### src/rtl/oakt_pkg.sv
// oakt_pkg: shared types and constants of the open-addressed key table
// used by every module of the block except the generic oakt_ram, no dependencies
package oakt_pkg;

	// table size, must be a power of two
	localparam int SLOTS    = 1024;
	localparam int SLOT_W   = $clog2(SLOTS);
	localparam int CNT_W    = $clog2(SLOTS + 1);
	localparam int KEY_W    = 64;
	localparam int VAL_W    = 8;
	localparam int CMD_W    = 2;
	localparam int ENTRY_W  = KEY_W + VAL_W;
	localparam int FULL_AT  = (3 * SLOTS + 3) / 4 - 1;

	localparam int IN_W     = 80;
	localparam int OUT_W    = 24;

	localparam int QDEPTH   = 4;
	localparam int QPTR_W   = $clog2(QDEPTH);

	localparam logic [63:0] MIX_MULT  = 64'hff51afd7ed558ccd;
	localparam int          MIX_SHIFT = 33;

	localparam logic [CMD_W-1:0] CMD_INSERT = 2'd0;
	localparam logic [CMD_W-1:0] CMD_LOOKUP = 2'd1;
	localparam logic [CMD_W-1:0] CMD_CLEAR  = 2'd2;

	typedef enum logic [2:0] {
		OP_INSERT,
		OP_LOOKUP,
		OP_CLEAR,
		OP_BADKEY,
		OP_NOP
	} op_kind_t;

	typedef enum logic [1:0] {
		STAT_OK     = 2'd0,
		STAT_FULL   = 2'd1,
		STAT_BADKEY = 2'd2
	} status_t;

	typedef enum logic [2:0] {
		BK_INIT,
		BK_IDLE,
		BK_CLEAR,
		BK_PROBE,
		BK_DONE
	} bk_state_t;

	typedef struct packed {
		op_kind_t          kind;
		logic [KEY_W-1:0]  key;
		logic [VAL_W-1:0]  value;
		logic [SLOT_W-1:0] home;
	} q_entry_t;

	typedef struct packed {
		logic             found;
		logic             inserted;
		logic [VAL_W-1:0] value_out;
		status_t          status;
	} result_t;

endpackage

### src/rtl/oakt_front.sv
// oakt_front: accepts input words, classifies them and computes the home slot
// two stages: mix multiply partial products, then sum and fold; uses oakt_pkg
module oakt_front (
	input  logic                 clk,
	input  logic                 arst_n,
	input  logic                 init_busy,
	input  logic                 s_tvalid,
	output logic                 s_tready,
	input  logic [oakt_pkg::IN_W-1:0] s_tdata, // cmd[1:0], key[65:2], value[73:66], zero pad
	input  logic                 q_full,
	output logic                 q_push,
	output oakt_pkg::q_entry_t   q_entry
);

	logic                           v_s1;
	logic [oakt_pkg::CMD_W-1:0]     cmd_s1;
	logic [oakt_pkg::KEY_W-1:0]     key_s1;
	logic [oakt_pkg::VAL_W-1:0]     value_s1;

	logic                           v_s2;
	oakt_pkg::op_kind_t             kind_s2;
	logic [oakt_pkg::KEY_W-1:0]     key_s2;
	logic [oakt_pkg::VAL_W-1:0]     value_s2;
	logic [63:0]                    p_ll_s2;
	logic [31:0]                    p_hl_s2;
	logic [31:0]                    p_lh_s2;

	logic                           adv1;
	logic                           adv2;
	logic                           take;
	oakt_pkg::op_kind_t             kind_c;
	logic [63:0]                    k1;
	logic [63:0]                    p_ll;
	logic [31:0]                    p_hl;
	logic [31:0]                    p_lh;
	logic [31:0]                    mid;
	logic [63:0]                    k2;

	localparam logic [31:0] MULT_LO = oakt_pkg::MIX_MULT[31:0];
	localparam logic [31:0] MULT_HI = oakt_pkg::MIX_MULT[63:32];

	assign adv2     = v_s2 & ~q_full;
	assign adv1     = v_s1 & (~v_s2 | adv2);
	assign s_tready = ~init_busy & (~v_s1 | adv1);
	assign take     = s_tvalid & s_tready;

	// classify
	always_comb begin
		case (cmd_s1)
			oakt_pkg::CMD_INSERT: kind_c = (key_s1 == '0) ? oakt_pkg::OP_BADKEY
				: oakt_pkg::OP_INSERT;
			oakt_pkg::CMD_LOOKUP: kind_c = (key_s1 == '0) ? oakt_pkg::OP_BADKEY
				: oakt_pkg::OP_LOOKUP;
			oakt_pkg::CMD_CLEAR:  kind_c = oakt_pkg::OP_CLEAR;
			default:              kind_c = oakt_pkg::OP_NOP;
		endcase
	end

	// first xor-shift and partial products of the mix multiply
	assign k1   = key_s1 ^ (key_s1 >> oakt_pkg::MIX_SHIFT);
	assign p_ll = 64'(k1[31:0]) * 64'(MULT_LO);
	assign p_hl = 32'(k1[63:32] * MULT_LO);
	assign p_lh = 32'(k1[31:0] * MULT_HI);

	always_ff @(posedge clk or negedge arst_n) begin
		if (!arst_n) begin
			v_s1 <= 1'b0;
			v_s2 <= 1'b0;
		end else begin
			if (take) begin
				v_s1 <= 1'b1;
			end else if (adv1) begin
				v_s1 <= 1'b0;
			end
			if (adv1) begin
				v_s2 <= 1'b1;
			end else if (adv2) begin
				v_s2 <= 1'b0;
			end
		end
	end

	always_ff @(posedge clk) begin
		if (take) begin
			cmd_s1   <= s_tdata[1:0];
			key_s1   <= s_tdata[65:2];
			value_s1 <= s_tdata[73:66];
		end
		if (adv1) begin
			kind_s2  <= kind_c;
			key_s2   <= key_s1;
			value_s2 <= value_s1;
			p_ll_s2  <= p_ll;
			p_hl_s2  <= p_hl;
			p_lh_s2  <= p_lh;
		end
	end

	// low word of the product, then second xor-shift folded to the slot index
	assign mid = p_hl_s2 + p_lh_s2;
	assign k2  = p_ll_s2 + {mid, 32'd0};

	assign q_push        = adv2;
	assign q_entry.kind  = kind_s2;
	assign q_entry.key   = key_s2;
	assign q_entry.value = value_s2;
	assign q_entry.home  = k2[oakt_pkg::SLOT_W-1:0]
		^ k2[oakt_pkg::MIX_SHIFT +: oakt_pkg::SLOT_W];

endmodule

### config.mk
export PLATFORM = sky130hd
export DESIGN_NAME = oakt_front
export DESIGN_NICKNAME = d
export VERILOG_FILES = /design/src/rtl/oakt_pkg.sv /design/src/rtl/oakt_front.sv
export SDC_FILE = /design/constraint.sdc
export NUM_CORES = 1
export LEC_CHECK = 0
export BUFFER_PORTS_ARGS = -buffer_cell sky130_fd_sc_hd__buf_4
export CAP_MARGIN = 20
export CORE_ASPECT_RATIO = 1.2
export CORE_MARGIN = 10
export CORE_UTILIZATION = 55
export CTS_CLUSTER_DIAMETER = 40
export CTS_CLUSTER_SIZE = 8
export DETAILED_ROUTE_END_ITERATION = 8
export GPL_TIMING_DRIVEN = 0
export PLACE_DENSITY = 0.74
export SLEW_MARGIN = 20
export SYNTH_ARGS = -nofsm -noshare
export SYNTH_HDL_FRONTEND = slang
export SYNTH_SLANG_ARGS = --single-unit
### constraint.sdc
create_clock -name clk -period 11.7 [get_ports clk]
set_input_delay 0 -clock clk [delete_from_list [all_inputs] [get_ports clk]]
set_output_delay 0 -clock clk [all_outputs]
set_load 0.02 [all_outputs]
* Word level (Yosys, flattened, before mapping) *
Index checks and enable logic that the tools add are counted.

storage, ports and cells
  register bits = 216
  latch bits = 0
  bits in writable memories = 0
  memory bits (read-only) = 0
  bits of input ports = 85
  output and inout port bits = 87
  logic and storage cells = 41
  memories kept = 0

operators by class
  $add $sub $neg = 2
  multiply operators = 3
  divide/modulo/power cells = 0
  magnitude comparators = 0
  equal/unequal tests = 2
  shifts and indexed selects = 0
  multiplexer cells = 7
  bitwise gates (word level) = 12
  reductions and logical operators = 4

operator list
  cell                                                 number
  zero test 64 bit                                     1
  XOR 64 x 31 -> 64 bit                                1
  adder 43 bit                                         1
  multiplier 32 x 32 -> 43 bit, second input constant  1
  multiplier 32 x 25 -> 11 bit, second input constant  1
  multiplier 32 x 30 -> 11 bit, second input constant  1
  adder 11 bit                                         1
  XOR 10 bit                                           1
  case mux 3 bit (3 select lines)                      1
  AND 1 bit                                            4
  two-way mux 1 bit                                    4
  two-way mux 2 bit                                    2
  NOT 1 bit                                            4
  nonzero test 2 bit                                   2
  equality test 2 x 1 -> 1 bit, second input constant  1
  equality test 2 bit, second input constant           1
  zero test 2 bit                                      1
  bitwise OR 1 bit                                     2

* Longest topological paths before layout *
  depth in word-level cells = 8
  mapped depth = 26
  mapped depth without buffers = 26

* Worst setup path before layout *
No wires, ideal clock.

  path kind = register to register
  start point = reg v_s1
  end point = reg key_s2[0] (netlist bit) (enable)
  setup time = 763 ps
  data arrival time = 8685 ps
  data required time = 10937 ps
  slack = 2252 ps
  stages on the path, launching flop included = 2
  path buffers = 0
  clock period less this slack = 9448 ps
  cell sequence = dfrtp_1 > a21boi_0

on the way
  cells in the longest elaborated chain, start to end = 1

ends and longest elaborated chain
  what                    line              RTL
  start, declared         oakt_front.sv:15  logic v_s1;
  start signal, assigned  oakt_front.sv:67  v_s1 <= 1'b0;
  start signal, assigned  oakt_front.sv:71  v_s1 <= 1'b1;
  start signal, assigned  oakt_front.sv:73  v_s1 <= 1'b0;
  AND 1 bit               oakt_front.sv:43  assign adv1 = v_s1 & (~v_s2 | adv2);
  via adv1                oakt_front.sv:28  logic adv1;
  end signal, assigned    oakt_front.sv:91  key_s2 <= key_s1;
  end, declared           oakt_front.sv:22  logic [oakt_pkg::KEY_W-1:0] key_s2;

The timed path passes the listed nets, and every way through them passes these cells.
A chain may end at the register's enable or synchronous reset.

* Worst setup path in the final report *
  start point = reg key_s1[35] (netlist bit)
  end point = reg p_ll_s2[42], data pin

on the way
  cells in the longest elaborated chain, start to end = 2

ends and longest elaborated chain
  what                          line              RTL
  start, declared               oakt_front.sv:17  logic [oakt_pkg::KEY_W-1:0] key_s1;
  start signal, assigned        oakt_front.sv:86  key_s1 <= s_tdata[65:2];
  XOR 64 x 31 -> 64 bit         oakt_front.sv:60  assign k1 = key_s1 ^ (key_s1 >> oakt_pkg::MIX_SHIFT);
  multiplier 32 x 32 -> 43 bit  oakt_front.sv:61  assign p_ll = 64'(k1[31:0]) * 64'(MULT_LO);
  via p_ll[42]                  oakt_front.sv:33  logic [63:0] p_ll;
  end signal, assigned          oakt_front.sv:93  p_ll_s2 <= p_ll;
  end, declared                 oakt_front.sv:24  logic [63:0] p_ll_s2;

The timed path passes the listed nets, and every way through them passes these cells.

==> flow_summary_export.csv <==
group,metric,value,unit
layout,layout_common_cells,"inv_1 (565), fa_1 (357), ha_1 (295), edfxtp_1 (189), buf_4 (167)",
synthesis,synth_seq_area_share,0.269,
sta,skew,0.0191,ns
floorplanning,die_y,235,um
floorplanning,coreArea,38000,um^2
detailed_routing,first_pass_iters,5,
job,maxCapViolations,0,
critical_path,worstPathMaxFanout,6,
critical_path,startpoint,"key_s1[35]$_DFFE_PP_",
synthesis,synth_top_area_cell,"fa_1",
critical_path,crit_chain,"xor2_1 -> xnor2_1 -> ha_1 -> or2_2 -> fa_1 -> inv_1 -> fa_1 -> fa_1 -> inv_1 -> fa_1 -> fa_1 -> fa_1 -> inv_1 -> fa_1 -> inv_1 -> ha_1 -> a21o_1 -> a211oi_4 -> or2b_1 -> o21ai_0 -> o41ai_2 -> nand3_1 -> a21oi_1 -> xnor2_1",
detailed_routing,wl,57000,um
grt,grt_max_degree,55,
grt,track_usage,0.253,
layout,drive_above_1_share,0.110,
critical_path,cp.required,11.88,ns
detailed_routing,ant_nets,0,
critical_path,slowest_stage,"o21ai_0",
layout,final_util,0.650,
critical_path,path_common_cell,"fa_1",
clocking,clockBufferDepth,2,
placement,hpwl,48200,um
floorplanning,top_level_ports,172,
sta,finalSetupViolCount,0,
sta,period_share,0.773,
critical_path,cp.arrival,9.23,ns
placement,numPortBuffers,165,
synthesis,yosys.area.top_type_share,0.336,
detailed_routing,num_vias,13460,
layout,fin_cells,2524,
critical_path,path_class,"reg -> reg",
clocking,cts.sinks,191,
synthesis,ys_seq_elements,191,
floorplanning,rows,78,
clocking,clk_latency,0.45,ns
grt,grt_pass1_wl,88300,um
synthesis,synth_fp_nets,2498,
detailed_routing,vias_per_cell,5.33,
placement,place_congestion,0.985,
synthesis,yosysWarnings,0,
critical_path,max_stage_delay,0.73,ns
floorplanning,die_w,199,um
clocking,cts.htree.levels,4,
sta,worstMarginPinSlew,1.13,ns
synthesis,syn-cell-area,21300,um^2
grt,grt_pass1_vias,15171,
layout,final_common_cell,"inv_1",
synthesis,ys.flop_type,"edfxtp_1",
clocking,numCtsBuffers,17,
clocking,path_clk_slew,0.08,ns
clocking,ctsResizeCount,0,
sta,drv_slew,0,
placement,place_ws,2.91,ns
synthesis,syn_inst,1761,
sta,min_period,9.05,ns
floorplanning,start_util,0.560,
synthesis,async_reset_ff_frac,0.0105,
clocking,cts_tree,"done",
sta,setup_slack,2.65,ns
synthesis,synthTopCellsByArea,"fa_1 (34%), edfxtp_1 (27%), ha_1 (17%)",
detailed_routing,drt_iter0_drc,744,
detailed_routing,wl_per_cell,22.6,um
sta,fmax,111,MHz
synthesis,postSynthAreaPerCell,12.1,um^2
detailed_routing,drc_errors,0,
grt,gr-total-overflow,0,
worst_hold_path,min_from,"s_tvalid",
sta,finalHoldViolations,0,
sta,rsz0062_at_grt,"no",
worst_hold_path,min_path_type,"in -> reg",
critical_path,r2r-start,"key_s1[35]$_DFFE_PP_",
critical_path,crit_path_start_kind,"register",
synthesis,synth.distinct_cells,58,
clocking,cts_root_buffer,"clkbuf_16",
synthesis,synth_edf_count,189,
layout,num-fill-cells,2774,
critical_path,end_kind,"register",
grt,grt_antenna_before_repair,1,
run_status,status,"finished clean",
layout,syn_to_final_growth,16.1,%
sta,slew-limit-headroom,0.241,
placement,dp.cells,2414,
floorplanning,die_area,46900,um^2
layout,nets,2767,
synthesized netlist by cell type, drive strengths merged (2+ instances only):
master,number
nor4,10
nor4b,3
nand4,8
and2,3
o31a,2
edfxtp,189
nor2,14
o21ai,13
buf,2
a21oi,44
o211ai,3
o21bai,8
nor2b,3
xor2,45
nand2,20
a31oi,5
mux2i,2
a211oi,4
xnor2,87
nand3,11
fa,357
nand3b,2
nand2b,2
nor3,6
a21o,25
inv,566
nor3b,2
a2111oi,3
dfrtp,2
ha,295
or4,3
a31o,3
repair_timing:
| action | 4_1_cts | 5_1_grt |
|---|---|---|
| hold buffers | 77 | 0 |
| hold endpoints to repair | 89 | 0 |
| setup endpoints to repair | 0 | 0 |
| buffers inserted | 0 | 0 |
logic make-up after synthesis:
logic type	count (synthesis)	synth area share
fa+ha+maj	652	0.510
buf+inv	568	0.101
flops	191	0.269
xor+xnor	133	0.0555
compound gates	122	0.0400
simple gates	93	0.0235
mux	2	0.000942
state kept, by name (all words and copies together) (netlist names), 2 cells and up:
name,count
cmd_s1,2
p_ll_s2,21
kind_s2,3
key_s2,64
p_hl_s2,9
key_s1,64
p_lh_s2,10
value_s1,8
value_s2,8
final timing paths:
check | end | slack (ns) | depth (start not counted)
min in group asynchronous | v_s2$_DFFE_PN0P_ | 0.42 | 3
setup / recovery | p_ll_s2[42]$_DFFE_PP_ | 2.65 | 24
hold reg to reg | value_s2[2]$_DFFE_PP_ | 0.44 | 0
max in group asynchronous | v_s1$_DFFE_PN0P_ | 11.16 | 3
setup reg to reg | p_ll_s2[42]$_DFFE_PP_ | 2.65 | 24
hold / removal | key_s1[62]$_DFFE_PP_ | 0.09 | 2
per-stage QoR:
step	hold slack, ns	TNS (ns)	area, um^2
after floorplan	-0.296	0	21300
after global placement	-0.215	-131.19	23100
after detailed placement	-0.216	0	23300
after CTS	0.0704	0	24700
after global routing	0.0893	0	24700
final	0.0899	0	24700
area by class of cell:
cell class	count	area [um^2]	share of cell area
multi-input cells	1002	13500	0.546
clock buffers	17	425	0.0172
well taps	480	601	0.0243
plain buffers	2	15.0	0.000608
flip-flops and latches	191	5730	0.232
inverters	566	2120	0.0861
clock inverters	15	129	0.00522
repair buffers	250	2190	0.0887
diodes	1	2.50	0.000101
metal layers:
metal  wire (um)  track usage  share of wire
met1       21200        0.293           0.37
met2       31100        0.462           0.55
met5           0            0              0
met4        2280       0.0921          0.040
met3        2380       0.0323          0.042
critical path, delay by kind of cell, from the launching register on:
family,cells,cell delay (ns)
flip-flops,1,0.53
AO/OA/AOI/OAI,5,1.66
adder cells (fa/ha/maj),9,4.13
XOR/XNOR,3,1.53
AND/OR/NAND/NOR,3,0.71
buffers and inverters,4,0.22
Power is left out: the tool's default activity adds up to more than one toggle a clock period on the data nets, which glitch-free logic cannot reach.
