--- config.mk ---
export PLATFORM = sky130hd
export DESIGN_NAME = oakt_ram
export DESIGN_NICKNAME = d
export VERILOG_FILES = /design/src/rtl/oakt_ram.sv
export SDC_FILE = /design/constraint.sdc
export NUM_CORES = 1
export LEC_CHECK = 0
export ABC_CLOCK_PERIOD_IN_PS = 2730
export BUFFER_PORTS_ARGS = -buffer_cell sky130_fd_sc_hd__buf_2
export CAP_MARGIN = 5
export CORE_MARGIN = 2
export CORE_UTILIZATION = 65
export DETAILED_ROUTE_END_ITERATION = 7
export HOLD_SLACK_MARGIN = 0.1
export MAX_ROUTING_LAYER = met4
export PLACE_DENSITY = 0.83
export SLEW_MARGIN = 20
export SYNTH_ARGS = -nofsm -noshare
export SYNTH_HDL_FRONTEND = slang
export SYNTH_SLANG_ARGS = --single-unit
--- constraint.sdc ---
create_clock -name clk -period 2.73 [get_ports clk]
set_input_delay 0.4095 -clock clk [delete_from_list [all_inputs] [get_ports clk]]
set_output_delay 0.4095 -clock clk [all_outputs]
set_load 0.01 [all_outputs]
--- src/rtl/oakt_ram.sv ---
// oakt_ram: generic single-write, single-read ram with registered read
// no dependencies
module oakt_ram #(
	parameter int WIDTH = 8,
	parameter int DEPTH = 16
) (
	input  logic                     clk,
	input  logic                     we,
	input  logic [$clog2(DEPTH)-1:0] waddr,
	input  logic [WIDTH-1:0]         wdata,
	input  logic [$clog2(DEPTH)-1:0] raddr,
	output logic [WIDTH-1:0]         rdata
);

	logic [WIDTH-1:0] mem [DEPTH];

	always_ff @(posedge clk) begin
		if (we) begin
			mem[waddr] <= wdata;
		end
		rdata <= mem[raddr];
	end

endmodule

Word-level counts from Yosys, hierarchy flattened
Memories as Yosys holds them, arrays and structs flattened. A register that Yosys moved wholly into a read port is not among the register bits.
Cells that the tools add are included.
- memories kept: 1
- logic and storage cells: 3
- output and inout port bits: 8
- input bits: 18
- RAM bits: 128
- flip-flop bits (word level): 0
- mux-type cells: 2
- memories (name ; words ; bits a word ; read ports ; clocked after memory_dff ; write ports ; RTL line ; RTL):
    mem ; 16 ; 8 ; 1 ; 1 ; 1 ; 15 ; logic [WIDTH-1:0] mem [DEPTH];
- operators with widths (kind ; count):
    1-bit two-way mux ; 2

Longest topological paths before layout
Gate-level depths: netlist of the first run.
- depth after elaboration: 2
- mapped depth: 5
- mapped depth without buffers: 3

Worst setup path before layout of the first run
Ideal clock, no wire load.
- path type: input to register
- from: input waddr[2]
- to: memory mem[0][0] (enable)
- buffers on the path: 0
- arrival time: 1519 ps
- required time: 2347 ps
- stages on the path: 2
- path slack: 828 ps
- cell sequence: or3b_2 nor3_1
- RTL lines (what ; RTL line ; RTL):
    from (decl) ; 9 ; input logic [$clog2(DEPTH)-1:0] waddr,
    to (decl) ; 15 ;
No word-level cell before the write port.

==> results by group, run 1 <==
Floorplan
  • Initial Utilization: 67.0%
  • Die area: 8650 um2
  • # IOs: 26
  • Die Ht: just over 90 um
  • Row Count: 32
  • CORE AREA: ~7700 um2
  • Die width: ~93 um

Cells and area
  • Syn-to-layout area delta: 17.7%
  • Design area: 6060 um2
  • Antenna Cells: 0
  • Layout cell share with drive strength beyond 1: between 30% and 40%
  • Most frequent cells in the layout: 128 x edfxtp_1, 25 x buf_2, 18 x mux4_2
  • Commonest non-fill, non-tap cell in the layout: edfxtp_1
  • Final layout net count: 297

CTS
  • CTS Buf Count: 17
  • Clock sink count: 136
  • H-tree levels: 4
  • CTS-repair resized insts: 0
  • Root Driver: clkbuf_8
  • Worst-path clk slew: ~0.06 ns
  • CTS Hold Bufs: 0
  • Setup bufs post-CTS: 0
  • CTS tree: built
  • Clock buffer depth: 2
  • Clock Latency Late Sink: roughly 0.51 ns

Yosys
  • Syn_area_per_cell: 22.5 um2
  • Distinct cells, synth: 19
  • Post-synthesis sequential area ratio: between 70% and 80%
  • Yosys reg bits: around 140
  • Syn Std Cell Area: 5150 um2
  • Post-Syn Instances: 229
  • Synth warnings: 0
  • Mapped Nets: 247
  • Ranking of synthesized cells by area: edfxtp_1 75%, mux4_2 7.9%, mux4_1 7.1%
  • Dominant cell type by area after synthesis: edfxtp_1
  • Synth top area share: 74.7%

Setup path
  • Slowest cell on crit path: mux4_1
  • Setup crit start kind: primary input
  • Required @ worst endpoint: 3.12 ns
  • CP Cell Sequence: buf_2, buf_12, mux4_1, a22oi_1, nand2_1
  • Worst Path Arrival: approximately 2.1 ns
  • CP Class: in2reg
  • Worst R2R Start: mem[1][5]$_DFFE_PP_
  • WP buf/inv: 2
  • Max stage delay on crit path: between 0.5 and 0.6 ns
  • Crit path max-delay family: buffers and inverters
  • Crit-path max FO: 16
  • CP endpoint kind: flip-flop
  • CP startpoint: raddr[0]

Power and ir drop
  • Pleak: 2.07 nW
  • Net Sw Power: ~0.001 W
  • Combinational power share: 4.5%
  • Max IR drop VDD: 0.667 mV
  • Clock share of power: 47.6%
  • Pint: 0.00391 W
  • Sw Ratio: 20.4%
  • Seq pwr share: 47.9%
  • PwrDens: 810 nW/um2

STA
  • Final min period: 1.70 ns
  • Fmax: 587 MHz
  • Relative slew slack: 42.1%
  • RSZ-0062 raised after global routing: false
  • Fin. Hold Viols: 0
  • Tcrit/Tclk final: 62.4%
  • Final Slew Violations: 0
  • Setup violators final: 0
  • Final TNS setup: 0 ns
  • Layout Skew: 0.00577 ns
  • Tightest Pin Transition: 0.865 ns

Global route
  • Largest net degree at the start of global routing: 33
  • Initial antenna violation count: 0
  • GRT Overall Usage: 28.8%
  • Congestion Overflow GR: 0
  • First-pass GRT wire length: 16,300 um
  • Number of global-route vias before repair: 2,646

Run status
  • Status: complete, no violations

Detailed routing
  • Via Count: 2,592
  • Routed WL: 10,700 um
  • Via/cell ratio: 6.58
  • Iter 0 DRT Violations: 255
  • Drt wl/cell: roughly 27 um
  • # DRC: 0
  • Post-route ant nets: 0
  • Initial DRT Pass Iterations: 5

Job
  • Max-cap violations: 0

Placed design
  • Buffers added on ports: 25
  • DP Area: 5450 um2
  • Placer Congestion: 0.757
  • Post-DP HPWL: 6040 um

Min path
  • Hold crit path type: in2reg
  • Hold Startpoint: wdata[2]
-- final timing paths --
check,end,cells past startpoint,slack (ns)
setup / recovery,rdata[5]$_DFF_P_,5,1.03
hold / removal,mem[13][2]$_DFFE_PP_,1,0.28
setup reg to reg,rdata[5]$_DFF_P_,3,1.22
hold reg to reg,rdata[7]$_DFF_P_,3,0.69
-- sequential cells by signal, summed over array words and instances, names as in the netlist --
| signal | cells |
|---|---|
| mem | 128 |
| rdata | 8 |
-- routing by layer --
metal | vias to the layer above | global-route usage [%] | routed length [um] | share of wire [%]
met5 | - | - | 0 | 0
met4 | 0 | 10.4 | 225 | 2.1
met3 | 24 | 7.90 | 816 | 7.6
met2 | 147 | 42.9 | 5380 | 50
met1 | 1342 | 39.5 | 4320 | 40
li1 | 1079 | - | - | -
-- power by group through the flow --
stage / Clock, W / Combinational (W) / Sequential, W
CTS: 0.00236 / 0.000224 / 0.00235
global route: 0.00245 / 0.000240 / 0.00235
floorplan: 0 / 0.000118 / 0.00239
finish: 0.00234 / 0.000223 / 0.00235
detailed placement: 0 / 0.000217 / 0.00239
global placement: 0 / 0.000210 / 0.00239
-- final cells by class --
| type | count | area (um2) |
|---|---|---|
| fillers | 398 | 1630 |
| clock buffers | 17 | 414 |
| repair buffers | 41 | 258 |
| multi-input cells | 83 | 1060 |
| clock inverters | 15 | 199 |
| well taps | 102 | 128 |
| flip-flops and latches | 136 | 4000 |
-- cell usage after synthesis --
| cell | count |
|---|---|
| and2b_1 | 1 |
| buf_6 | 3 |
| dfxtp_1 | 8 |
| nand3_1 | 1 |
| or3b_2 | 1 |
| nand3b_1 | 2 |
| and2_1 | 1 |
| a22oi_1 | 16 |
| buf_4 | 1 |
| mux4_2 | 18 |
| buf_2 | 3 |
| nor2_1 | 13 |
| mux4_1 | 14 |
| nor3_1 | 4 |
| clkdlybuf4s25_2 | 3 |
| nor2b_1 | 1 |
| nand2_1 | 9 |
| nand2b_1 | 2 |
| edfxtp_1 | 128 |
-- metrics by stage --
stage          utilization [%]  power, W  worst slack, ns  hold WS, ns  instances
2_1_floorplan                -   0.00251            0.828        0.508        229
6_report                  78.8   0.00491             1.03        0.278        394
4_1_cts                   78.8   0.00493             1.03        0.258        394
3_5_place_dp              70.8   0.00261            0.581        0.656        362
3_3_place_gp              70.8   0.00260            0.606        0.647        362
5_1_grt                   78.8   0.00505             1.00        0.273        394
-- kinds of logic (layout without fill, tap and decap cells) --
kind of cell / after synthesis / in the layout / share of synthesized area [%]
compound gates: 16 / 16 / 2.33
simple gates: 35 / 35 / 3.18
flops: 136 / 136 / 77.8
buf+inv: 10 / 73 / 1.68
mux: 32 / 32 / 15.0
-- worst register-to-register path: cells and delay by family, from the launching register on --
family / cells / cell delay, ns
AO/OA/AOI/OAI: 1 / 0.39
flip-flops: 1 / 0.37
multiplexers: 1 / 0.52
AND/OR/NAND/NOR: 1 / 0.11
(Power assumes the default switching activity.)
==> run 2, diff against run 1 <==
--- a/config.mk
+++ b/config.mk
@@ -5,15 +5,15 @@
 export SDC_FILE = /design/constraint.sdc
 export NUM_CORES = 1
 export LEC_CHECK = 0
-export ABC_CLOCK_PERIOD_IN_PS = 2730
+export ABC_CLOCK_PERIOD_IN_PS = 1600
 export BUFFER_PORTS_ARGS = -buffer_cell sky130_fd_sc_hd__buf_2
 export CAP_MARGIN = 5
 export CORE_MARGIN = 2
-export CORE_UTILIZATION = 65
+export CORE_UTILIZATION = 60
 export DETAILED_ROUTE_END_ITERATION = 7
 export HOLD_SLACK_MARGIN = 0.1
 export MAX_ROUTING_LAYER = met4
-export PLACE_DENSITY = 0.83
+export PLACE_DENSITY = 0.77
 export SLEW_MARGIN = 20
 export SYNTH_ARGS = -nofsm -noshare
 export SYNTH_HDL_FRONTEND = slang
==> constraint.sdc (replaced) <==
create_clock -name clk -period 1.6 [get_ports clk]
set_input_delay 0.24 -clock clk [delete_from_list [all_inputs] [get_ports clk]]
set_output_delay 0.24 -clock clk [all_outputs]
set_load 0.01 [all_outputs]
==> run 2 against run 1 <==
Compared with the run above:
- clock skew up 0.0020 ns
- final cell count grew 3.6%
- combinational power increased by 74%
- critical path depth decreased by 2
- via count fell by 3.2%
- clock power grew 68%
- total power up 70%
- sequential power rose by 71%
- sequential share of layout area is 1.3 points lower
- die area increased by 8.0%
- flip-flop and latch count stayed put
- critical endpoint is now rdata[0]$_DFF_P_
==> results by group, run 2 (synthesis results as in run 1) <==
Detailed routing
  • Routed WL: 9620 um (-10%)
  • Via/cell ratio: 6.15 (-6.5%)
  • Via Count: 2,509 (-3.2%)
  • Initial DRT Pass Iterations: 4 (-1)
  • Iter 0 DRT Violations: 198 (-22%)
  • # DRC: 0 (unchanged)
  • Drt wl/cell: 23.6 um (-13%)
  • Post-route ant nets: 0 (unchanged)

STA
  • Layout Skew: 0.00779 ns (+0.00202 ns)
  • RSZ-0062 raised after global routing: false
  • Fin. Hold Viols: 0 (unchanged)
  • Tightest Pin Transition: 0.702 ns (-0.163 ns)
  • Tcrit/Tclk final: 87.2%
  • Final Slew Violations: 0 (unchanged)
  • Setup violators final: 0 (unchanged)
  • Relative slew slack: 53.1% (+11 points)
  • Final min period: 1.40 ns
  • Hold Slack: 0.115 ns (-0.164 ns)
  • Fmax: 717 MHz

Cells and area
  • Multi-input gate area: 1060 um2 (+0.47%)
  • FF+latch area: 4000 um2 (unchanged)
  • Most frequent cells in the layout: 128 x edfxtp_1, 25 x buf_2, 22 x buf_4
  • Layout cell share with drive strength beyond 1: 32.7% (+1.9 points)
  • Final layout net count: 308 (+3.7%)
  • Util after Layout: 74.8% (-4.0 points)
  • Number of flip-flops in the largest register: 128 (unchanged)
  • Filler cell count: 445 (+12%)
  • Antenna Cells: 0 (unchanged)
  • Commonest non-fill, non-tap cell in the layout: edfxtp_1
  • Largest regs: mem x128, rdata x8
  • Syn-to-layout area delta: 20.0%
  • Biggest register: mem

Power and ir drop
  • Net Sw Power: 0.00161 W (+61%)
  • Pleak: 2.14 nW (+3.2%)
  • Sw Ratio: 19.4% (-0.98 points)
  • Max IR drop VDD: 0.769 mV (+15%)
  • Seq pwr share: 48.1% (+0.2 points)
  • PwrDens: 1350 nW/um2 (+66%)
  • Pint: 0.00671 W (+72%)
  • Clock share of power: 47.2% (-0.4 points)
  • Combinational power share: 4.6% (about the same)

Setup path
  • Worst R2R Start: mem[2][0]$_DFFE_PP_
  • R2R setup slack: 0.20 ns (-1.02 ns)
  • CP startpoint: mem[2][0]$_DFFE_PP_
  • Required @ worst endpoint: 2.00 ns (-1.12 ns)
  • Worst Path Arrival: 1.79 ns (-0.30 ns)
  • Crit-path max FO: 1 (-15)
  • CP Class: reg2reg
  • Critical Path Sink: rdata[0]$_DFF_P_
  • R2r endpoint: rdata[0]$_DFF_P_
  • R2R depth: 3 (unchanged)
  • CP endpoint kind: flip-flop
  • Setup crit start kind: flip-flop

Placed design
  • Buffers added on ports: 25 (unchanged)
  • Post-DP HPWL: 5900 um (-2.3%)
  • Placer Congestion: 0.780 (+3.0%)

CTS
  • Clock Latency Late Sink: 0.52 ns (about the same)
  • Clock sink count: 136 (unchanged)
  • CTS tree: built
  • Worst-path clk slew: 0.06 ns (about the same)
  • CTS Buf Count: 17 (unchanged)
  • Clock buffer depth: 2 (unchanged)
  • Root Driver: clkbuf_8
  • H-tree levels: 4 (unchanged)

Job
  • Max-cap violations: 0 (unchanged)

Floorplan
  • Die width: 96.6 um (+3.9%)
  • Row Count: 33 (+3.1%)
  • CORE AREA: 8260 um2 (+7.4%)
  • Initial Utilization: 62.3% (-4.6 points)
  • # IOs: 26 (unchanged)
  • Die Ht: 96.6 um (+3.9%)
  • Die area: 9340 um2 (+8.0%)

Min path
  • Hold crit path type: in2reg

Global route
  • Congestion Overflow GR: 0 (unchanged)
  • Largest net degree at the start of global routing: 33 (unchanged)
  • Number of global-route vias before repair: 2,613 (-1.2%)
  • First-pass GRT wire length: 15,000 um (-8.0%)
  • Initial antenna violation count: 0 (unchanged)
  • GRT Overall Usage: 22.7% (-6.1 points)

Run status
  • Status: complete, no violations
[run 2: changes by cell type in the layout (fill, tap and decap cells not counted), sizes merged]
| cell | delta |
|---|---|
| buf | +9 |
| dlygate4sd3 | +2 |
| clkinv | +1 |
| inv | -3 |
| clkbuf | +2 |
[run 2: layer usage]
metal / vias to the layer above / part of all wire (%) / global-route usage [%]
met5: - / 0 / -
met4: 0 / 1.2 / 6.72
met3: 12 / 4.4 / 5.64
met2: 87 / 52 / 36.0
met1: 1316 / 43 / 29.8
li1: 1094 / - / -
[run 2: worst min-delay path by stage]
stage | start | endpoint | slack, ns | cells past startpoint
after floorplan | wdata[0] | mem[0][0]$_DFFE_PP_ | 0.34 | 0
after global placement | wdata[4] | mem[6][4]$_DFFE_PP_ | 0.62 | 1
after detailed placement | wdata[5] | mem[7][5]$_DFFE_PP_ | 0.63 | 1
after CTS | wdata[5] | mem[15][5]$_DFFE_PP_ | 0.10 | 1
after global routing | wdata[0] | mem[6][0]$_DFFE_PP_ | 0.12 | 1
final | wdata[5] | mem[1][5]$_DFFE_PP_ | 0.11 | 1
[run 2: cell type report]
class                      instances  share of cell area (%)
sequential                       136                    64.8
multi-input combinational         83                    17.2
clock buffer                      19                    6.99
timing repair buffer              52                    6.00
clock inverter                    13                    2.88
tap                              105                    2.13
[run 2: stage by stage]
stage | cells | instance area, um2 | power (W) | worst slack [ns] | setup TNS [ns]
floorplan | 229 | 5150 | 0.00429 | 0.0939 | 0
detailed placement | 374 | 5550 | 0.00446 | -0.0851 | -0.200
global route | 408 | 6180 | 0.00854 | 0.166 | 0
global placement | 374 | 5550 | 0.00444 | -0.0538 | -0.0818
CTS | 408 | 6180 | 0.00838 | 0.215 | 0
finish | 408 | 6180 | 0.00832 | 0.205 | 0
[run 2: power groups by stage]
stage               registers, W  logic (W)  clock network (W)
floorplan                0.00409   0.000202                  0
global placement         0.00407   0.000365                  0
detailed placement       0.00408   0.000380                  0
CTS                      0.00401   0.000390            0.00398
global route             0.00402   0.000418            0.00411
finish                   0.00401   0.000387            0.00393
[run 2: what timing repair did]
action	CTS	global route
gates resized for setup	0	0
hold buffers	2	0
setup buffers	0	0
endpoints found under the hold margin	16	0
[run 2: critical path, cell delays in order, from the launching register on]
cell and delay [ns]:
edfxtp_1 0.38, mux4_1 0.54, a22oi_1 0.27, nand2_1 0.09
