[config.mk]
export PLATFORM = sky130hd
export DESIGN_NAME = oakt_queue
export DESIGN_NICKNAME = d
export VERILOG_FILES = /design/src/rtl/oakt_pkg.sv /design/src/rtl/oakt_queue.sv
export SDC_FILE = /design/constraint.sdc
export NUM_CORES = 1
export LEC_CHECK = 0
export BUFFER_PORTS_ARGS = -buffer_cell sky130_fd_sc_hd__buf_2
export CAP_MARGIN = 20
export CORE_ASPECT_RATIO = 1.4
export CORE_UTILIZATION = 25
export CTS_CLUSTER_SIZE = 24
export DETAILED_ROUTE_END_ITERATION = 6
export HOLD_SLACK_MARGIN = 0.1
export SYNTH_ARGS = -nofsm -noshare
export SYNTH_HDL_FRONTEND = slang
export SYNTH_SLANG_ARGS = --single-unit
[constraint.sdc]
create_clock -name clk -period 8.5 [get_ports clk]
set_clock_uncertainty 0.1 [all_clocks]
set_input_delay 0.85 -clock clk [delete_from_list [all_inputs] [get_ports clk]]
set_output_delay 0.85 -clock clk [all_outputs]
set_load 0.01 [all_outputs]
[src/rtl/oakt_pkg.sv]
// oakt_pkg: shared types and constants of the open-addressed key table
// used by every module of the block except the generic oakt_ram, no dependencies
package oakt_pkg;

	// table size, must be a power of two
	localparam int SLOTS    = 1024;
	localparam int SLOT_W   = $clog2(SLOTS);
	localparam int CNT_W    = $clog2(SLOTS + 1);
	localparam int KEY_W    = 64;
	localparam int VAL_W    = 8;
	localparam int CMD_W    = 2;
	localparam int ENTRY_W  = KEY_W + VAL_W;
	localparam int FULL_AT  = (3 * SLOTS + 3) / 4 - 1;

	localparam int IN_W     = 80;
	localparam int OUT_W    = 24;

	localparam int QDEPTH   = 4;
	localparam int QPTR_W   = $clog2(QDEPTH);

	localparam logic [63:0] MIX_MULT  = 64'hff51afd7ed558ccd;
	localparam int          MIX_SHIFT = 33;

	localparam logic [CMD_W-1:0] CMD_INSERT = 2'd0;
	localparam logic [CMD_W-1:0] CMD_LOOKUP = 2'd1;
	localparam logic [CMD_W-1:0] CMD_CLEAR  = 2'd2;

	typedef enum logic [2:0] {
		OP_INSERT,
		OP_LOOKUP,
		OP_CLEAR,
		OP_BADKEY,
		OP_NOP
	} op_kind_t;

	typedef enum logic [1:0] {
		STAT_OK     = 2'd0,
		STAT_FULL   = 2'd1,
		STAT_BADKEY = 2'd2
	} status_t;

	typedef enum logic [2:0] {
		BK_INIT,
		BK_IDLE,
		BK_CLEAR,
		BK_PROBE,
		BK_DONE
	} bk_state_t;

	typedef struct packed {
		op_kind_t          kind;
		logic [KEY_W-1:0]  key;
		logic [VAL_W-1:0]  value;
		logic [SLOT_W-1:0] home;
	} q_entry_t;

	typedef struct packed {
		logic             found;
		logic             inserted;
		logic [VAL_W-1:0] value_out;
		status_t          status;
	} result_t;

endpackage

[src/rtl/oakt_queue.sv]
// oakt_queue: short fifo of classified operations between front and back
// uses oakt_pkg
module oakt_queue (
	input  logic               clk,
	input  logic               arst_n,
	input  logic               push,
	input  oakt_pkg::q_entry_t din,
	output logic               full,
	input  logic               pop,
	output logic               valid,
	output oakt_pkg::q_entry_t dout
);

	oakt_pkg::q_entry_t           ent_q [oakt_pkg::QDEPTH];
	logic [oakt_pkg::QPTR_W-1:0]  wr_q;
	logic [oakt_pkg::QPTR_W-1:0]  rd_q;
	logic [oakt_pkg::QPTR_W:0]    cnt_q;

	assign full  = cnt_q == (oakt_pkg::QPTR_W + 1)'(oakt_pkg::QDEPTH);
	assign valid = cnt_q != '0;
	assign dout  = ent_q[rd_q];

	always_ff @(posedge clk or negedge arst_n) begin
		if (!arst_n) begin
			wr_q  <= '0;
			rd_q  <= '0;
			cnt_q <= '0;
		end else begin
			if (push) begin
				wr_q <= wr_q + 1'b1;
			end
			if (pop) begin
				rd_q <= rd_q + 1'b1;
			end
			if (push && !pop) begin
				cnt_q <= cnt_q + 1'b1;
			end else if (pop && !push) begin
				cnt_q <= cnt_q - 1'b1;
			end
		end
	end

	always_ff @(posedge clk) begin
		if (push) begin
			ent_q[wr_q] <= din;
		end
	end

endmodule

Yosys cells after proc, flatten, opt, wreduce, memory -nomap -nowiden. Memory sizes are Yosys's and may differ from the RTL's. Cells that the tools add are included.

Flip-flop bits (word level): 7. Bits in latches: 0. Memory bits (writable): 340. Memory bits (read-only): 0. Logic and storage cells: 19. Memories: 1.

Memories: ent_q (words 4, bits a word 85, rd ports 1, clocked after Yosys merged registers in 0, wr ports 1, line oakt_queue.sv:14) `oakt_pkg::q_entry_t ent_q [oakt_pkg::QDEPTH];`.

Add/subtract/negate cells: 4. $mul: 0. Div/mod/pow operators: 0. Order comparisons: 0. Equality and inequality tests: 1. Shift-type cells: 0. Mux-type cells: 4. Bitwise operators: 0. Reductions and logical operators: 6.

Operators with widths (count): $mux W3 (2); $add A2 B1 Y2 const B (2); $add A3 B1 Y3 const B (1); $eq A3 B3 Y1 const B (1); $reduce_bool A3 Y1 (1); $sub A3 B1 Y3 const B (1); $logic_and A1 B1 Y1 (2); $logic_not A1 Y1 (2); $mux W1 (2); $reduce_bool A2 Y1 (1).

Longest topological paths before layout. Gate-level depths: netlist (run 1).

Depth in word-level cells: 4. Depth in mapped cells: 7. Gate-level depth less buffers: 7.

Worst setup path before layout (run 1). No wires, ideal clock.

Path kind: in2reg. From: in push. To: mem ent_q[1][0] in the netlist's numbering, enable pin. Data arrival time: 2.825 ns. Required time: 7.947 ns. Path slack: 5.123 ns. Stages: 1. Cell sequence: and2_1.

Cells in the longest elaborated chain, start to end: 2.

Ends and longest elaborated chain: start: declaration (line oakt_queue.sv:6) `input logic push,`; $mux W1 (line oakt_queue.sv:44) `if (push) begin`; $mux W1 (implied by the code) (line oakt_queue.sv:45) `ent_q[wr_q] <= din;`; end: declaration (line oakt_queue.sv:14).

No other way between the ends.

==> qor.csv, run 1 <==
stage,metric,value,unit
status,status,"complete, no violations",
synthesis,synth_cell_types,21,
critical_path,end_kind,output port,
timing,finalMaxSlewViolations,0,
placement,gp_congestion,0.682,
synthesis,synth.avg_cell_area,26.5,sq um
timing,fin_tns_setup,0,ps
floorplanning,rows,97,
floorplanning,io_pins,176,
synthesis,synth_fp_nets,574,
placement,place_inst,1284,
grt,grt_overflow,0,
clock_network,htreeDepth,2,
timing,fin_crit,4430,ps
synthesis,synth_area,12700,sq um
critical_path,startpoint_type,register,
power,p_per_area,344,nW/um^2
cells_and_area,layout-drive-gt1-share,0.462,
floorplanning,initial_utilization,0.254,
detailed_routing,postRouteAntennaNets,0,
grt,grt_pass1_vias,5980,
detailed_routing,drc_errors,0,
critical_path,slowest_delay,770,ps
timing,finalHoldViolations,0,
grt,grt_usage,0.0993,
synthesis,synth_top_family_by_area,multiplexers,
detailed_routing,drt_iter0_markers,277,
min_path,holdCritPathClass,register to register,
detailed_routing,routed_wl,25700,um
synthesis,synth-simple-area-share,0.00395,
synthesis,synth_warnings,0,
clock_network,clock_latency,540,ps
critical_path,crit_chain,buf_4 > buf_4 > mux4_2 > buf_2,
cells_and_area,num-nets-final,774,
cells_and_area,area_delta_synth_final,21.5,%
placement,pre_cts_ws,4450,ps
clock_network,cts_tree,yes,
detailed_routing,vias,5576,
synthesis,syn_inst,479,
floorplanning,design.core.area,50000,sq um
timing,period_share,0.521,
synthesis,ys_seq_area_frac,0.819,
cells_and_area,final_common_cell,edfxtp_1,
run,cap_violations,0,
critical_path,cpMostUsedCell,buf_4,
synthesis,ys_ff_latch,347,
power,p_leak,5.13,nW
power,power,5.30,mW
detailed_routing,drt-pass1-iter-count,4,
timing,rsz0062_at_grt,no,
grt,grt_pass1_wl,37000,um
timing,finalSetupViolations,0,
critical_path,rr_startpoint,rd_q[0],
clock_network,path_clk_slew,60,ps
cells_and_area,layout_common_cells,"edfxtp_1, buf_2, mux4_2, clkbuf_16",
floorplanning,die_w,192,um
detailed_routing,via_per_inst,4.14,
timing,slew_headroom,0.322,
timing,finalWorstSetupSlack,4070,ps
synthesis,synth_top_area_share,0.805,
grt,grt_antenna_before_repair,6,
clock_network,cts_inserted_buffers,35,
min_path,hold_path_startpoint,cnt_q[2],
critical_path,cp.arrival,3480,ps
synthesis,muxShareOfSynthArea,0.152,
floorplanning,dieHeight,268,um
timing,worst_pin_slew,1020,ps
clock_network,cts_sinks,347,
critical_path,cp-startpoint,rd_q[0],
clock_network,cts_setup_buffers,0,
floorplanning,die_area,51600,sq um
cells_and_area,post-route-util,0.308,
critical_path,slowest_stage,dfrtp_4,
synthesis,ys_top_cells_by_area,"edfxtp_1, mux4_2, dfrtp_1",
critical_path,cp.required,7550,ps
timing,fmax,0.226,GHz
cells_and_area,finalNonFillerCells,1347,
critical_path,critical_path_class,register to output port,
placement,portBuffers,175,
critical_path,crit_fanout,35,
synthesis,synth_fa_ha_area_frac,0.00651,
clock_network,clock_path_buffers,3,
grt,grt_max_degree,63,
detailed_routing,wl_per_cell,19.0,um
synthesis,synth_compound_area_frac,0.000395,
synthesis,synth_xor_area_frac,0.00414,
power,ir_worst_vdd,175,uV
synthesis,synth_area_leader_cell,edfxtp_1,
placement,dp_hpwl,15200,um
clock_network,clock_tree.root_cell,clkbuf_16,
logic make-up (layout without fill, tap and decap cells):
| family | Yosys count | in the layout |
|---|---|---|
| DFF | 347 | 347 |
| adders and majority gates | 6 | 6 |
| other | 0 | 1 |
| xor gates and xnor gates | 6 | 6 |
| buffers and inverters | 24 | 248 |
| muxes | 86 | 86 |
| AOI/OAI and AO/OA | 1 | 1 |
| and+or+nand+nor | 9 | 9 |
where the power goes:
| group | switching (mW) | internal, mW | total, mW |
|---|---|---|---|
| sequential | 0.131 | 2.24 | 2.37 |
| clock | 0.641 | 0.876 | 1.52 |
| combinational | 0.757 | 0.649 | 1.41 |
worst max-delay path, delay by kind of cell (launching register included):
kind                   cells  cell delay, ps
buffers and inverters      3            1480
multiplexers               1             610
flip-flops                 1             770
per-layer routing:
metal / part of all wire / wire [um] / up-vias / track usage
li1: - / - / 2455 / -
met1: 0.39 / 10100 / 2928 / 0.113
met2: 0.52 / 13200 / 137 / 0.174
met3: 0.061 / 1560 / 48 / 0.0272
met4: 0.028 / 725 / 8 / 0.0423
met5: 0.0021 / 54 / - / 0
Yosys cell counts:
master and number:
edfxtp_1 340, mux4_2 85, buf_2 9, dfrtp_1 7, ha_1 5, and2_1 4, inv_1 4, xor2_1 4
buf_12 3, buf_4 3, clkbuf_1 3, nand2_1 2, xnor2_1 2, buf_6 1, buf_8 1, fa_1 1
mux2_2 1, nor2_1 1, nor3b_1 1, o21ai_0 1, or3_1 1
what timing repair did:
action                                 CTS  global route
hold buffers                             1             0
endpoints found under the hold margin    7             0
resized for setup                        0             0
area by class of cell:
type	count	area [sq um]
tap	643	805
multi-input combinational	108	2130
fill	4836	34600
sequential	347	10400
inverter	4	15.0
timing repair buffer	183	938
clock buffer	43	927
antenna	1	2.50
clock inverter	18	196
worst paths after layout:
path | slack (ps) | to | cells past startpoint
max | 4070 | dout[18] | 4
min | 390 | cnt_q[2] | 1
max reg2reg | 5790 | rd_q[1] | 4
min reg2reg | 390 | cnt_q[2] | 1
max in group asynchronous | 7430 | rd_q[0] | 2
min in group asynchronous | 620 | cnt_q[0] | 2
state kept, by name, indices dropped and copies added (netlist names):
register	flops
cnt_q	3
ent_q	340
rd_q	2
wr_q	2
stage by stage:
stage | instance area [sq um] | hold slack, ps
after floorplan | 12700 | 349
after global placement | 14300 | 388
after detailed placement | 14300 | 389
after CTS | 15400 | 373
after global routing | 15400 | 391
final | 15400 | 391
(Power assumes the default switching activity.)
==> run 2: changes to the inputs <==
==> constraint.sdc (replaced) <==
create_clock -name clk -period 3.7 [get_ports clk]
set_clock_uncertainty 0.1 [all_clocks]
set_input_delay 0.37 -clock clk [delete_from_list [all_inputs] [get_ports clk]]
set_output_delay 0.37 -clock clk [all_outputs]
set_load 0.01 [all_outputs]
==> qor.csv, run 2 (synthesis results as in run 1) <==
stage,metric,value,unit,change
critical_path,critical_path_class,register to output port,,
power,p_switching,3.53,mW,+130%
floorplanning,die_w,192,um,unchanged
floorplanning,design.core.area,50000,sq um,unchanged
timing,rsz0062_at_grt,no,,
critical_path,critPathTopFamily,flip-flops,,
clock_network,cts_sinks,347,,unchanged
clock_network,ctsResizeCount,0,,unchanged
cells_and_area,layout-drive-gt1-share,0.413,,-0.0490
clock_network,path_clk_slew,70,ps,about the same
run,cap_violations,0,,unchanged
power,power.share.combinational,0.270,,+0.004
grt,grt_max_degree,52,,-17%
clock_network,clock_tree.root_cell,clkbuf_16,,
clock_network,cts_tree,yes,,
clock_network,htreeDepth,2,,unchanged
floorplanning,rows,97,,unchanged
detailed_routing,postRouteAntennaNets,0,,unchanged
timing,finalHoldViolations,0,,unchanged
cells_and_area,num-nets-final,865,,+12%
grt,grt_usage,0.102,,+0.00246
detailed_routing,wl_per_cell,17.9,um,-6.2%
floorplanning,initial_utilization,0.254,,unchanged
detailed_routing,drt_iter0_markers,282,,+1.8%
cells_and_area,largest_register_ffs,340,,unchanged
critical_path,cp.arrival,2340,ps,-1140 ps
cells_and_area,final_common_cell,edfxtp_1,,
timing,slew_headroom,0.528,,+0.206
critical_path,cp_num_buf_inv,2,,-1
floorplanning,die_area,51600,sq um,unchanged
detailed_routing,drc_errors,0,,unchanged
cells_and_area,layout_common_cells,"edfxtp_1, buf_2, dlygate4sd3_1, mux4_2, clkbuf_16",,
critical_path,startpoint_type,register,,
power,p_clk_frac,0.291,,+0.005
timing,period_share,0.759,,
power,p_per_area,757,nW/um^2,+120%
timing,finalSetupViolations,0,,unchanged
grt,grt_overflow,0,,unchanged
detailed_routing,drt-pass1-iter-count,4,,unchanged
cells_and_area,area_delta_synth_final,29.7,%,
timing,worst_pin_slew,707,ps,-309 ps
clock_network,cts_setup_buffers,0,,unchanged
cells_and_area,diodes,0,,-1
detailed_routing,routed_wl,25700,um,+0.18%
critical_path,cp.required,3230,ps,-4320 ps
critical_path,crit_chain,buf_4 > mux4_2 > buf_2,,
floorplanning,dieHeight,268,um,unchanged
clock_network,clock_path_buffers,3,,unchanged
placement,gp_congestion,0.671,,-1.6%
power,power.share.sequential,0.439,,-0.009
timing,fmax,0.356,GHz,
placement,portBuffers,175,,unchanged
placement,dp_hpwl,15200,um,+0.12%
power,p_leak,5.57,nW,+8.5%
timing,fin_tns_setup,0,ps,unchanged
min_path,holdCritPathClass,register to register,,
power,switching_share,0.283,,-0.00582
clock_network,cts_inserted_buffers,36,,+2.9%
timing,fin_crit,2810,ps,
clock_network,clock_latency,520,ps,-20 ps
grt,grt_pass1_vias,6361,,+6.4%
power,ir_worst_vdd,421,uV,+140%
detailed_routing,via_per_inst,4.10,,-1.0%
critical_path,crit_fanout,40,,+14%
cells_and_area,nFillCells,4746,,-1.9%
floorplanning,io_pins,176,,unchanged
status,status,"complete, no violations",,
detailed_routing,vias,5895,,+5.7%
timing,finalMaxSlewViolations,0,,unchanged
grt,grt_antenna_before_repair,3,,-3
critical_path,slowest_stage,dfrtp_4,,
critical_path,end_kind,output port,,
placement,place_inst,1285,,+0.078%
power,p_int,8.94,mW,+140%
cells_and_area,reg.largest.list,"ent_q (340), cnt_q (3)",,
grt,grt_pass1_wl,38500,um,+3.9%
critical_path,slowest_delay,880,ps,+110 ps
cells_and_area,regMostFlops,ent_q,,
cells_and_area,finalNonFillerCells,1439,,+6.8%
==> run 2: what timing repair did <==
action                                 CTS  global route
hold buffers                            90             0
setup endpoints to repair                0             0
endpoints found under the hold margin  351             0
==> run 2: power groups by stage <==
| stage | clock (mW) | combinational [mW] | sequential [mW] |
|---|---|---|---|
| final | 3.63 | 3.36 | 5.47 |
| after global routing | 3.87 | 3.68 | 5.55 |
| after CTS | 3.74 | 3.49 | 5.49 |
| after detailed placement | 0 | 3.40 | 5.57 |
| after global placement | 0 | 3.41 | 5.53 |
| after floorplan | 0 | 2.31 | 5.38 |
==> run 2: layout make-up <==
class                      instances  area (sq um)  share of cell area
timing repair buffer             273          1920               0.117
sequential                       347         10400               0.632
multi-input combinational        108          2130               0.129
clock buffer                      46           980              0.0595
tap                              643           805              0.0489
clock inverter                    18           211              0.0129
inverter                           4          15.0            0.000913
==> run 2: final timing paths <==
path / start / end / slack, ps / cells after the start
max: rd_q[1] / dout[1] / 890 / 3
min: cnt_q[2] / cnt_q[2] / 380 / 1
max reg2reg: wr_q[0] / ent_q[2][63] / 1560 / 4
min reg2reg: cnt_q[2] / cnt_q[2] / 380 / 1
max in group asynchronous: arst_n / rd_q[1] / 1870 / 4
min in group asynchronous: arst_n / cnt_q[0] / 620 / 3
==> run 2: layer usage <==
layer,up-vias,track usage,part of all wire
met3,46,0.0254,0.051
li1,2646,-,-
met5,-,0,0.0013
met2,135,0.177,0.52
met4,6,0.0421,0.028
met1,3062,0.119,0.40
==> run 2: worst register-to-register path, delay by kind of cell, from the launching register on <==
family / cells / cell delay, ps
and+or+nand+nor: 1 / 600
adders and majority gates: 1 / 150
DFF: 1 / 420
buffers and inverters: 2 / 460
==> run 2: through the flow <==
| stage | total power, mW | setup slack (ps) | instance area [sq um] | hold WS [ps] | utilization |
|---|---|---|---|---|---|
| 5_1_grt | 13.1 | 722 | 16500 | 409 | 0.329 |
| 3_3_place_gp | 8.94 | 1370 | 14400 | 143 | 0.287 |
| 6_report | 12.5 | 891 | 16500 | 383 | 0.329 |
| 4_1_cts | 12.7 | 778 | 16500 | 386 | 0.329 |
| 2_1_floorplan | 7.70 | 556 | 12700 | -25.6 | - |
| 3_5_place_dp | 8.97 | 1370 | 14400 | 146 | 0.287 |
